File: config.mk
export PLATFORM = sky130hd
export DESIGN_NAME = modem_result_code_matcher
export DESIGN_NICKNAME = d
export VERILOG_FILES = /design/src/rtl/core/mrcm_pkg.sv /design/src/rtl/core/modem_result_code_matcher.sv /design/src/rtl/core/mrcm_core.sv
export SDC_FILE = /design/constraint.sdc
export NUM_CORES = 1
export LEC_CHECK = 0
export BUFFER_PORTS_ARGS = -buffer_cell sky130_fd_sc_hd__buf_2
export CAP_MARGIN = 30
export CORE_MARGIN = 2
export CORE_UTILIZATION = 35
export DETAILED_ROUTE_END_ITERATION = 10
export MAX_ROUTING_LAYER = met4
export PLACE_DENSITY = 0.52
export SETUP_SLACK_MARGIN = 0.4
export SYNTH_ARGS = -nofsm -noshare
export SYNTH_HDL_FRONTEND = slang
export SYNTH_HIERARCHICAL = 1
export SYNTH_SLANG_ARGS = --single-unit
File: constraint.sdc
create_clock -name clk -period 2.8 [get_ports clk]
set_clock_uncertainty 0.1 [all_clocks]
set_input_delay 0.42 -clock clk [delete_from_list [all_inputs] [get_ports clk]]
set_output_delay 0.42 -clock clk [all_outputs]
set_load 0.05 [all_outputs]
File: src/rtl/core/mrcm_pkg.sv
package mrcm_pkg;

	localparam int CODE_COUNT   = 21;
	localparam int LINE_W       = 6;
	localparam int MAX_LINE_DEF = 40;
	localparam int TEXT_W       = 96;

	localparam logic [1:0] KIND_BYTE  = 2'd0;
	localparam logic [1:0] KIND_TICK  = 2'd1;
	localparam logic [1:0] KIND_ABORT = 2'd2;

	localparam logic [1:0] OUT_CONNECTED = 2'd0;
	localparam logic [1:0] OUT_ERROR     = 2'd1;
	localparam logic [1:0] OUT_NONE      = 2'd2;

	localparam logic [2:0] REPLY_ERR = 3'd7;

	localparam logic [7:0] CHAR_CR = 8'd13;
	localparam logic [7:0] CHAR_LF = 8'd10;

	localparam logic [1:0] REG_TIMEOUT = 2'd0;

	localparam logic [3:0] TIMEOUT_RESET = 4'd4;

	// text right-justified: last character in the low byte
	localparam logic [TEXT_W-1:0] CODE_TEXT [CODE_COUNT] = '{
		TEXT_W'("CONNECT"), TEXT_W'("1"),
		TEXT_W'("CONNECT 1200"), TEXT_W'("5"), TEXT_W'("15"),
		TEXT_W'("CONNECT 2400"), TEXT_W'("10"), TEXT_W'("16"),
		TEXT_W'("CONNECT 9600"), TEXT_W'("13"), TEXT_W'("17"),
		TEXT_W'("NO CARRIER"), TEXT_W'("3"),
		TEXT_W'("ERROR"), TEXT_W'("4"),
		TEXT_W'("NO DIALTONE"), TEXT_W'("6"),
		TEXT_W'("BUSY"), TEXT_W'("7"),
		TEXT_W'("NO ANSWER"), TEXT_W'("8")
	};

	localparam logic [3:0] CODE_LEN [CODE_COUNT] = '{
		4'd7, 4'd1, 4'd12, 4'd1, 4'd2, 4'd12, 4'd2, 4'd2, 4'd12, 4'd2, 4'd2,
		4'd10, 4'd1, 4'd5, 4'd1, 4'd11, 4'd1, 4'd4, 4'd1, 4'd9, 4'd1
	};

	// rate code for connect entries, REPLY_ERR for failure entries
	localparam logic [2:0] CODE_REPLY [CODE_COUNT] = '{
		3'd0, 3'd0, 3'd1, 3'd1, 3'd1, 3'd2, 3'd2, 3'd2, 3'd4, 3'd4, 3'd4,
		REPLY_ERR, REPLY_ERR, REPLY_ERR, REPLY_ERR, REPLY_ERR,
		REPLY_ERR, REPLY_ERR, REPLY_ERR, REPLY_ERR, REPLY_ERR
	};

	typedef struct packed {
		logic       hit;
		logic [1:0] outcome;
		logic [2:0] baud;
	} result_t;

	function automatic logic [CODE_COUNT-1:0] length_mask(input logic [LINE_W-1:0] n);
		logic [CODE_COUNT-1:0] m;
		m = '0;
		for (int i = 0; i < CODE_COUNT; i++) begin
			m[i] = ({2'b00, CODE_LEN[i]} == n);
		end
		return m;
	endfunction

	// character at position pos (pos below the entry length)
	function automatic logic [7:0] code_char(input int unsigned idx, input logic [3:0] pos);
		logic [3:0] off;
		off = CODE_LEN[idx] - pos - 4'd1;
		return CODE_TEXT[idx][{off, 3'b000} +: 8];
	endfunction

endpackage

File: src/rtl/core/modem_result_code_matcher.sv
// Flow: a transaction accepted on the slave side is held in the input register and matched
//   there; its result, if any, is registered into the output register when the input advances.
// Throughput: one transaction per cycle; the input register and the match logic advance
//   whenever the output register is empty or being read.
// Reset: arst_n clears both registers' valid flags and the line state; timeout is 4 s.
module modem_result_code_matcher #(
	parameter int MAX_LINE = mrcm_pkg::MAX_LINE_DEF
) (
	input  logic        clk,
	input  logic        arst_n,
	input  logic        psel,
	input  logic        penable,
	input  logic        pwrite,
	input  logic [1:0]  paddr,
	input  logic [31:0] pwdata,
	output logic [31:0] prdata,
	output logic        pready,
	input  logic        s_tvalid,
	output logic        s_tready,
	input  logic [7:0]  s_tdata,   // [7:0] byte_value
	input  logic [1:0]  s_tuser,   // [1:0] kind
	output logic        m_tvalid,
	input  logic        m_tready,
	output logic [7:0]  m_tdata    // [1:0] outcome, [4:2] baud_index, [7:5] zero
);
	import mrcm_pkg::*;

	logic [3:0] timeout_q;
	logic       valid_s1;
	logic [1:0] kind_s1;
	logic [7:0] byte_s1;
	logic       advance;
	logic       m_tvalid_q;
	logic [4:0] m_data_q;
	result_t    res;

	assign pready = 1'b1;
	assign prdata = {28'd0, timeout_q};

	// single register at byte address 0
	always_ff @(posedge clk or negedge arst_n) begin
		if (!arst_n) begin
			timeout_q <= TIMEOUT_RESET;
		end else if (psel && penable && pwrite && pready && paddr == REG_TIMEOUT) begin
			timeout_q <= pwdata[3:0];
		end
	end

	assign advance = valid_s1 & (~m_tvalid_q | m_tready);
	assign s_tready = ~valid_s1 | advance;

	always_ff @(posedge clk or negedge arst_n) begin
		if (!arst_n) begin
			valid_s1 <= 1'b0;
		end else if (s_tvalid && s_tready) begin
			valid_s1 <= 1'b1;
		end else if (advance) begin
			valid_s1 <= 1'b0;
		end
	end

	always_ff @(posedge clk) begin
		if (s_tvalid && s_tready) begin
			kind_s1 <= s_tuser;
			byte_s1 <= s_tdata;
		end
	end

	mrcm_core #(
		.MAX_LINE(MAX_LINE)
	) u_core (
		.clk(clk),
		.arst_n(arst_n),
		.step(advance),
		.kind(kind_s1),
		.byte_value(byte_s1),
		.timeout_seconds(timeout_q),
		.res(res)
	);

	always_ff @(posedge clk or negedge arst_n) begin
		if (!arst_n) begin
			m_tvalid_q <= 1'b0;
		end else if (advance) begin
			m_tvalid_q <= res.hit;
		end else if (m_tready) begin
			m_tvalid_q <= 1'b0;
		end
	end

	always_ff @(posedge clk) begin
		if (advance && res.hit) begin
			m_data_q <= {res.baud, res.outcome};
		end
	end

	assign m_tvalid = m_tvalid_q;
	assign m_tdata = {3'd0, m_data_q};

endmodule

File: src/rtl/core/mrcm_core.sv
module mrcm_core #(
	parameter int MAX_LINE = mrcm_pkg::MAX_LINE_DEF
) (
	input  logic                 clk,
	input  logic                 arst_n,
	input  logic                 step,
	input  logic [1:0]           kind,
	input  logic [7:0]           byte_value,
	input  logic [3:0]           timeout_seconds,
	output mrcm_pkg::result_t    res
);
	import mrcm_pkg::*;

	logic [LINE_W-1:0]     line_len_q, line_len_n, len_inc;
	logic [CODE_COUNT-1:0] flags_q, flags_n, hits;
	logic                  ended_q, ended_n;
	logic [3:0]            sec_q, sec_n, sec_inc;
	logic [7:0]            upper;
	logic [4:0]            sel;
	logic                  found;
	logic                  clear;

	always_comb begin
		upper = (byte_value >= 8'h61 && byte_value <= 8'h7a) ? byte_value - 8'd32 : byte_value;
		len_inc = line_len_q + 1'b1;
		sec_inc = (sec_q == 4'hf) ? sec_q : sec_q + 4'd1;
		hits = flags_q & (ended_q ? {CODE_COUNT{1'b1}} : length_mask(line_len_q));
		found = 1'b0;
		sel = '0;
		for (int i = CODE_COUNT - 1; i >= 0; i--) begin
			if (hits[i]) begin
				found = 1'b1;
				sel = 5'(i);
			end
		end

		line_len_n = line_len_q;
		flags_n = flags_q;
		ended_n = ended_q;
		sec_n = sec_q;
		clear = 1'b0;
		res = '0;

		case (kind)
			KIND_ABORT: begin
				res.hit = 1'b1;
				res.outcome = OUT_NONE;
				clear = 1'b1;
			end
			KIND_TICK: begin
				sec_n = sec_inc;
				if (sec_inc >= timeout_seconds) begin
					res.hit = 1'b1;
					res.outcome = OUT_NONE;
					clear = 1'b1;
				end
			end
			KIND_BYTE: begin
				if (byte_value == CHAR_CR || byte_value == CHAR_LF) begin
					clear = 1'b1;
					if (found) begin
						res.hit = 1'b1;
						if (CODE_REPLY[sel] == REPLY_ERR) begin
							res.outcome = OUT_ERROR;
						end else begin
							res.outcome = OUT_CONNECTED;
							res.baud = CODE_REPLY[sel];
						end
					end
				end else begin
					if (!ended_q) begin
						if (byte_value == 8'd0) begin
							flags_n = flags_q & length_mask(line_len_q);
							ended_n = 1'b1;
						end else begin
							for (int i = 0; i < CODE_COUNT; i++) begin
								if (!(line_len_q < {2'b00, CODE_LEN[i]} &&
										code_char(i, line_len_q[3:0]) == upper)) begin
									flags_n[i] = 1'b0;
								end
							end
						end
					end
					line_len_n = len_inc;
					if (len_inc >= LINE_W'(MAX_LINE)) begin
						res.hit = 1'b1;
						res.outcome = OUT_NONE;
						clear = 1'b1;
					end
				end
			end
			default: begin
			end
		endcase

		if (clear) begin
			line_len_n = '0;
			flags_n = '1;
			ended_n = 1'b0;
			sec_n = '0;
		end
	end

	always_ff @(posedge clk or negedge arst_n) begin
		if (!arst_n) begin
			line_len_q <= '0;
			flags_q <= '1;
			ended_q <= 1'b0;
			sec_q <= '0;
		end else if (step) begin
			line_len_q <= line_len_n;
			flags_q <= flags_n;
			ended_q <= ended_n;
			sec_q <= sec_n;
		end
	end

endmodule

# Yosys cells after proc, flatten, opt, wreduce, memory -nomap -nowiden
# Memory sizes are Yosys's and may differ from the RTL's.
# Cells that the tools add are included.
[op_classes]
magnitude_cmp = 14
bitwise = 11
n_reduce_logical = 59
n_mux = 98
n_addsub = 21
eq_ne = 59
n_shift = 21
[ops]
columns = ["cell", "n"]
rows = [
  ["indexed part select 96 x 8 -> 8 bit, first input constant", 21],
  ["== test 8 bit", 21],
  ["2-to-1 mux 21 bit", 6],
  ["2-to-1 mux 5 bit", 21],
  ["AND reduction 5 bit", 21],
  ["inequality test 3 x 1 -> 1 bit, second input constant", 21],
  ["2-to-1 mux 1 bit", 55],
  ["bitwise AND 21 bit", 2],
  ["subtractor 4 x 1 -> 4 bit, second input constant", 9],
  ["logical AND 1 bit", 27],
  ["== test 4 x 6 -> 1 bit, first input constant", 4],
  ["less-than comparator 6 x 4 -> 1 bit, second input constant", 4],
  ["2-to-1 mux 6 bit", 4],
  ["== test 3 x 6 -> 1 bit, first input constant", 3],
  ["less-than comparator 6 x 3 -> 1 bit, second input constant", 3],
  ["2-to-1 mux 3 bit", 6],
  ["== test 8 x 4 -> 1 bit, second input constant", 2],
  ["subtractor 4 bit, first input constant", 4],
  [">= comparator 6 bit, second input constant", 2],
  ["2-to-1 mux 4 bit", 3],
  ["subtractor 3 x 4 -> 4 bit, first input constant", 3],
  ["one-hot mux 3 bit (3 select lines)", 1],
  [">= comparator 8 x 7 -> 1 bit, second input constant", 1],
  ["<= comparator 8 x 7 -> 1 bit, second input constant", 1],
  ["other kinds (29)", 38],
]
[totals]
wordCells = 315
mem_bits_ro = 96
output_inout_bits = 43
input_bits = 51
reg_bits = 53
n_memories = 1
[memory_table]
columns = ["name", "words", "width", "rd", "rd_clocked_by_memory_dff", "wr", "line_no", "source"]
rows = [
  ["(no name shown)", 32, 3, 1, 0, 0, "mrcm_core.sv:67", "res.baud = CODE_REPLY[sel];"],
]

# Depth between registers and ports, before layout
[logic_depth]
word_depth = 34
mapped_depth = 13

# Cells and area by module
# The synthesis kept the hierarchy.
[modules_own_cells]
columns = ["mod", "area_per_inst_um2", "cells_each", "n_inst", "seq_area_each_um2"]
rows = [
  ["mrcm_core", 4608.2, 605, 1, 827.0],
  ["modem_result_code_matcher", 957.2, 70, 1, 601.8],
]

# Least setup slack after synthesis
# No wires, ideal clock.
[synth_timing]
path_kind = "register -> register"
start = "register u_core.sec_q[0]"
end = "register u_core.flags_q[7]"
setup_ps = 111
t_arrival_ps = 2890
path_slack_ps = -301
stages_incl_launch_ff = 10
synth_period_minus_slack_ps = 3101
required_ps = 2589
n_path_buf = 0
path_cell_list = "dfrtp_1 -> ha_1 -> nand3_1 -> mux2_2 -> ha_1 -> a211oi_1 -> o311ai_1 -> o311ai_2 -> a311oi_1 -> a22oi_1"
[synth_between]
elab_chain_len = 7
word_cells_on_any_way = 12
[synth_rtl]
columns = ["item", "line_no", "source"]
rows = [
  ["start, declared", "mrcm_core.sv:17", "logic [3:0] sec_q, sec_n, sec_inc;"],
  ["start signal, assigned", "mrcm_core.sv:114", "sec_q <= sec_n;"],
  ["adder 4 x 1 -> 4 bit or == test 4 bit (tied branches)", "mrcm_core.sv:26", "sec_inc = (sec_q == 4'hf) ? sec_q : sec_q + 4'd1;"],
  ["2-to-1 mux 4 bit *", "mrcm_core.sv:26", ""],
  [">= comparator 4 bit *", "mrcm_core.sv:52", "if (sec_inc >= timeout_seconds) begin"],
  ["2-to-1 mux 1 bit *", "mrcm_core.sv:52", ""],
  ["one-hot mux 1 bit (3 select lines) *", "mrcm_core.sv:44", "case (kind)"],
  ["inequality test 3 x 1 -> 1 bit (no line), or another cell as far along", "-", ""],
  ["AND reduction 5 bit (no line)", "-", ""],
  ["end signal, assigned", "mrcm_core.sv:112", "flags_q <= flags_n;"],
  ["end, declared", "mrcm_core.sv:15", "logic [CODE_COUNT-1:0] flags_q, flags_n, hits;"],
]
# Mark *: on every way between the ends. The rest lies on a longest branch, timed or not.
# A chain may end at the register's enable or synchronous reset.

# Worst setup path after layout
[layout_timing]
start = "register u_core.sec_q[0]"
end = "register u_core.flags_q[0]"
# Same word-level chain as after synthesis.

==> metrics.md <==
| Metric | Value |
|---|---|
| Status | finished, violations left |
| Failing checks | setup timing |
| DR vias | 5517 |
| Largest net degree at the start of global routing | 32 |
| Synth warnings | 6 |
| CP Data Required Time | 2.96 ns |
| Hold_ws | 0.0963 ns |
| Fmax | 0.355 GHz |
| Drt initial violations | 332 |
| Seq/Total Area, Yosys | 0.257 |
| Filler instances | 1487 |
| RSZ-0062 raised after global routing | yes |
| Post-synthesis xor/xnor area fraction | 0.0737 |
| Synth top area share | 0.104 |
| Setup TNS | -0.0143 ns |
| Ys flop type | dfstp_2 |
| FP Rows | 46 |
| Ys async rst share | 0.717 |
| Register Area | 1440 um^2 |
| Area contributors post-synth | dfstp_2 (10%), edfxtp_1 (8.1%), dfrtp_1 (7.2%) |
| Slew headroom | 0.483 |
| DRC viols | 0 |
| GRT overflow | 0 |
| Final setup margin | -0.0143 ns |
| Die ar. | 16900 um^2 |
| Post-synth EDFFs | 15 |
| P_leak | 3.03 nW |
| Largest family of logic cells by synthesized area | compound AO/OA/AOI/OAI gates |
| Routed Antenna Nets | 0 |
| Layout cells sized above 1 | 0.409 |
| Crit path DAT | 2.98 ns |
| FF+latch count, synth | 53 |
| Gp weighted congestion | 0.941 |
| Clock slew at reported path FFs | 0.07 ns |
| Starting Density | 0.354 |
| Multiplexer share of the synthesized area | 0.0339 |
| CP most frequent cell | ha_4 |
| Vias per std cell | 5.48 |
| Core Area | 15700 um^2 |
| Final worst-path cycle share | 1.01 |
| # IOs | 94 |
| WL final | 18700 um |
| Most frequent cells in the layout | buf_4 (99), nand2_1 (44), nor2_1 (41), buf_2 (33), conb_1 (32) |
| Final Max Tran Viols | 0 |
| Final Hold Viols | 0 |
| WL/cell | 18.6 um |
| Syn Inst Count | 675 |
| CTS tree | built |
| Clock Sinks | 53 |
| CP Cell Sequence | ha_4 > nand3_4 > mux2_4 > ha_4 > a211oi_4 > o311ai_4 > o21a_2 > buf_6 > nor4b_4 > a41o_1 > a21o_1 |
| N_diodes | 0 |
| Simple-gate share of the synthesized area | 0.238 |
| Post-Synth Adder-Cell Area | 0.0674 |
| All-Layer GR Usage | 0.227 |
| First-pass GRT wire length | 28200 um |
| Max VDD drop | 0.553 mV |
| Vias in the first global route | 5170 |
| Clk buf depth | 2 |
| Max-cap violations | 0 |
| DIE WIDTH | 130 um |
| CP Max Fanout | 3 |
| PD cells | 1070 nW/um^2 |
| Syn Area/Cell | 8.24 um^2 |
| Minimum clock period | 2.81 ns |
| Kind of start point of the critical path | flop |
| Worst Setup End Kind | flop |
| Iteration count of the initial detailed-routing pass | 5 |
| Clock Latency Late Sink | 0.31 ns |
| Port-buffer cells | 33 |
| Crit-path slowest cell | dfrtp_1 |
| Fin nets | 870 |
| WS Path Type | flop to flop |
| Area grow syn2layout | 36.4% |
| Worst Hold Class | primary input to asynchronous set/reset pin |
| Die height | 130 um |
| Final setup fails | 1 |
| CP max stage delay | 0.41 ns |
| CTS H-tree lvls | 2 |
| Post-synth top area cell | dfstp_2 |
| DP HPWL | 13600 um |
| Compound-Gate Fraction of Synth Area | 0.239 |
| Worst-Margin Slew | 0.776 ns |
| Multi-input logic area | 4530 um^2 |
| Cts bufs inserted | 5 |
| Most common cell after layout, fill and taps aside | buf_4 |
| Unique masters post-synth | 81 |
| Initial antenna violation count | 0 |
| Synthesized cell area | 5570 um^2 |
| Root Driver | clkbuf_16 |
[routing by layer]
layer	share of wire	track usage	vias to the layer above
met4	0.031	0.0765	0
met2	0.48	0.356	206
met1	0.42	0.288	2646
met5	0	-	-
li1	-	-	2622
met3	0.069	0.0529	43
[critical path, delay by kind of cell (launching register included)]
family                     cells  cell delay, ns
AOI/OAI and AO/OA              5            0.97
adders and majority gates      2            0.40
buffers and inverters          1            0.14
DFF                            1            0.41
muxes                          1            0.33
and+or+nand+nor                2            0.42
[Yosys cell counts, drive strengths merged (7+ instances only)]
master / number
a31oi: 7
o211ai: 11
mux2: 7
a21o: 7
o21ai: 51
xor2: 17
o21a: 15
nand2b: 20
mux2i: 11
clkbuf: 24
nor2b: 13
nor4b: 8
a21oi: 30
nand3: 34
edfxtp: 15
xnor2: 29
nor3: 17
ha: 30
dfrtp: 16
inv: 27
nand2: 48
or3: 12
nand4: 7
dfstp: 22
buf: 46
nor2: 51
[worst paths after layout]
check                                       start                    to  slack [ns]  depth (start not counted)
worst min-delay path                       arst_n  u_core/line_len_q[5]         0.1                          1
min in group clk                       s_tdata[3]            byte_s1[3]        0.18                          1
worst max-delay path              u_core/sec_q[0]     u_core/flags_q[0]       -0.01                         11
worst min register to register  u_core/flags_q[2]     u_core/flags_q[2]        0.37                          2
worst max register to register    u_core/sec_q[0]     u_core/flags_q[0]       -0.01                         11
max in group asynchronous                  arst_n    u_core/flags_q[14]        1.84                          2
[area by class of cell]
cell class,instances,area share
multi-input combinational,555,0.597
sequential,53,0.189
timing repair buffer,147,0.145
tap,216,0.0356
clock buffer,6,0.0170
inverter,27,0.0143
clock inverter,2,0.00148
[state kept, by name, indices dropped and copies added (netlist names)]
signal	cells
u_core/flags_q	21
byte_s1	8
u_core/line_len_q	6
m_data_q	5
timeout_q	4
u_core/sec_q	4
kind_s1	2
m_tvalid	1
u_core/ended_q	1
valid_s1	1
[cell families (layout without fill, tap and decap cells)]
| logic type | Yosys count | after routing |
|---|---|---|
| XOR/XNOR | 46 | 46 |
| flip-flops | 53 | 53 |
| other | 2 | 32 |
| AO/OA/AOI/OAI | 185 | 185 |
| AND/OR/NAND/NOR | 244 | 244 |
| multiplexers | 18 | 18 |
| buffers and inverters | 97 | 182 |
| adder cells (fa/ha/maj) | 30 | 30 |
[per-stage QoR]
stage                     power (mW)   util  worst slack, ns  cells  instance area [um^2]
final                           8.16  0.483          -0.0143   1006                  7590
after global routing            8.70  0.483          -0.0895   1006                  7590
after CTS                       7.69  0.459          -0.0637    994                  7210
after detailed placement        6.61  0.423           -0.172    966                  6650
after global placement          6.55  0.423           -0.150    966                  6650
after floorplan                 5.08      -            0.130    705                  6010
[where the power goes]
part / total (mW) / internal, mW / leakage, nW / switching (mW)
registers: 1.51 / 1.17 / 0.578 / 0.346
clock network: 0.638 / 0.330 / 0.0645 / 0.308
logic: 6.01 / 2.76 / 2.39 / 3.25
total: 8.16 / 4.26 / 3.03 / 3.90
[repair_timing]
item	4_1_cts	5_1_grt
setup endpoints to repair	42	42
setup buffers	19	12
hold buffers	0	0
cloned	1	0
pin swaps	25	33
gates resized for setup	54	65
Power figures use the tool's default switching activity.
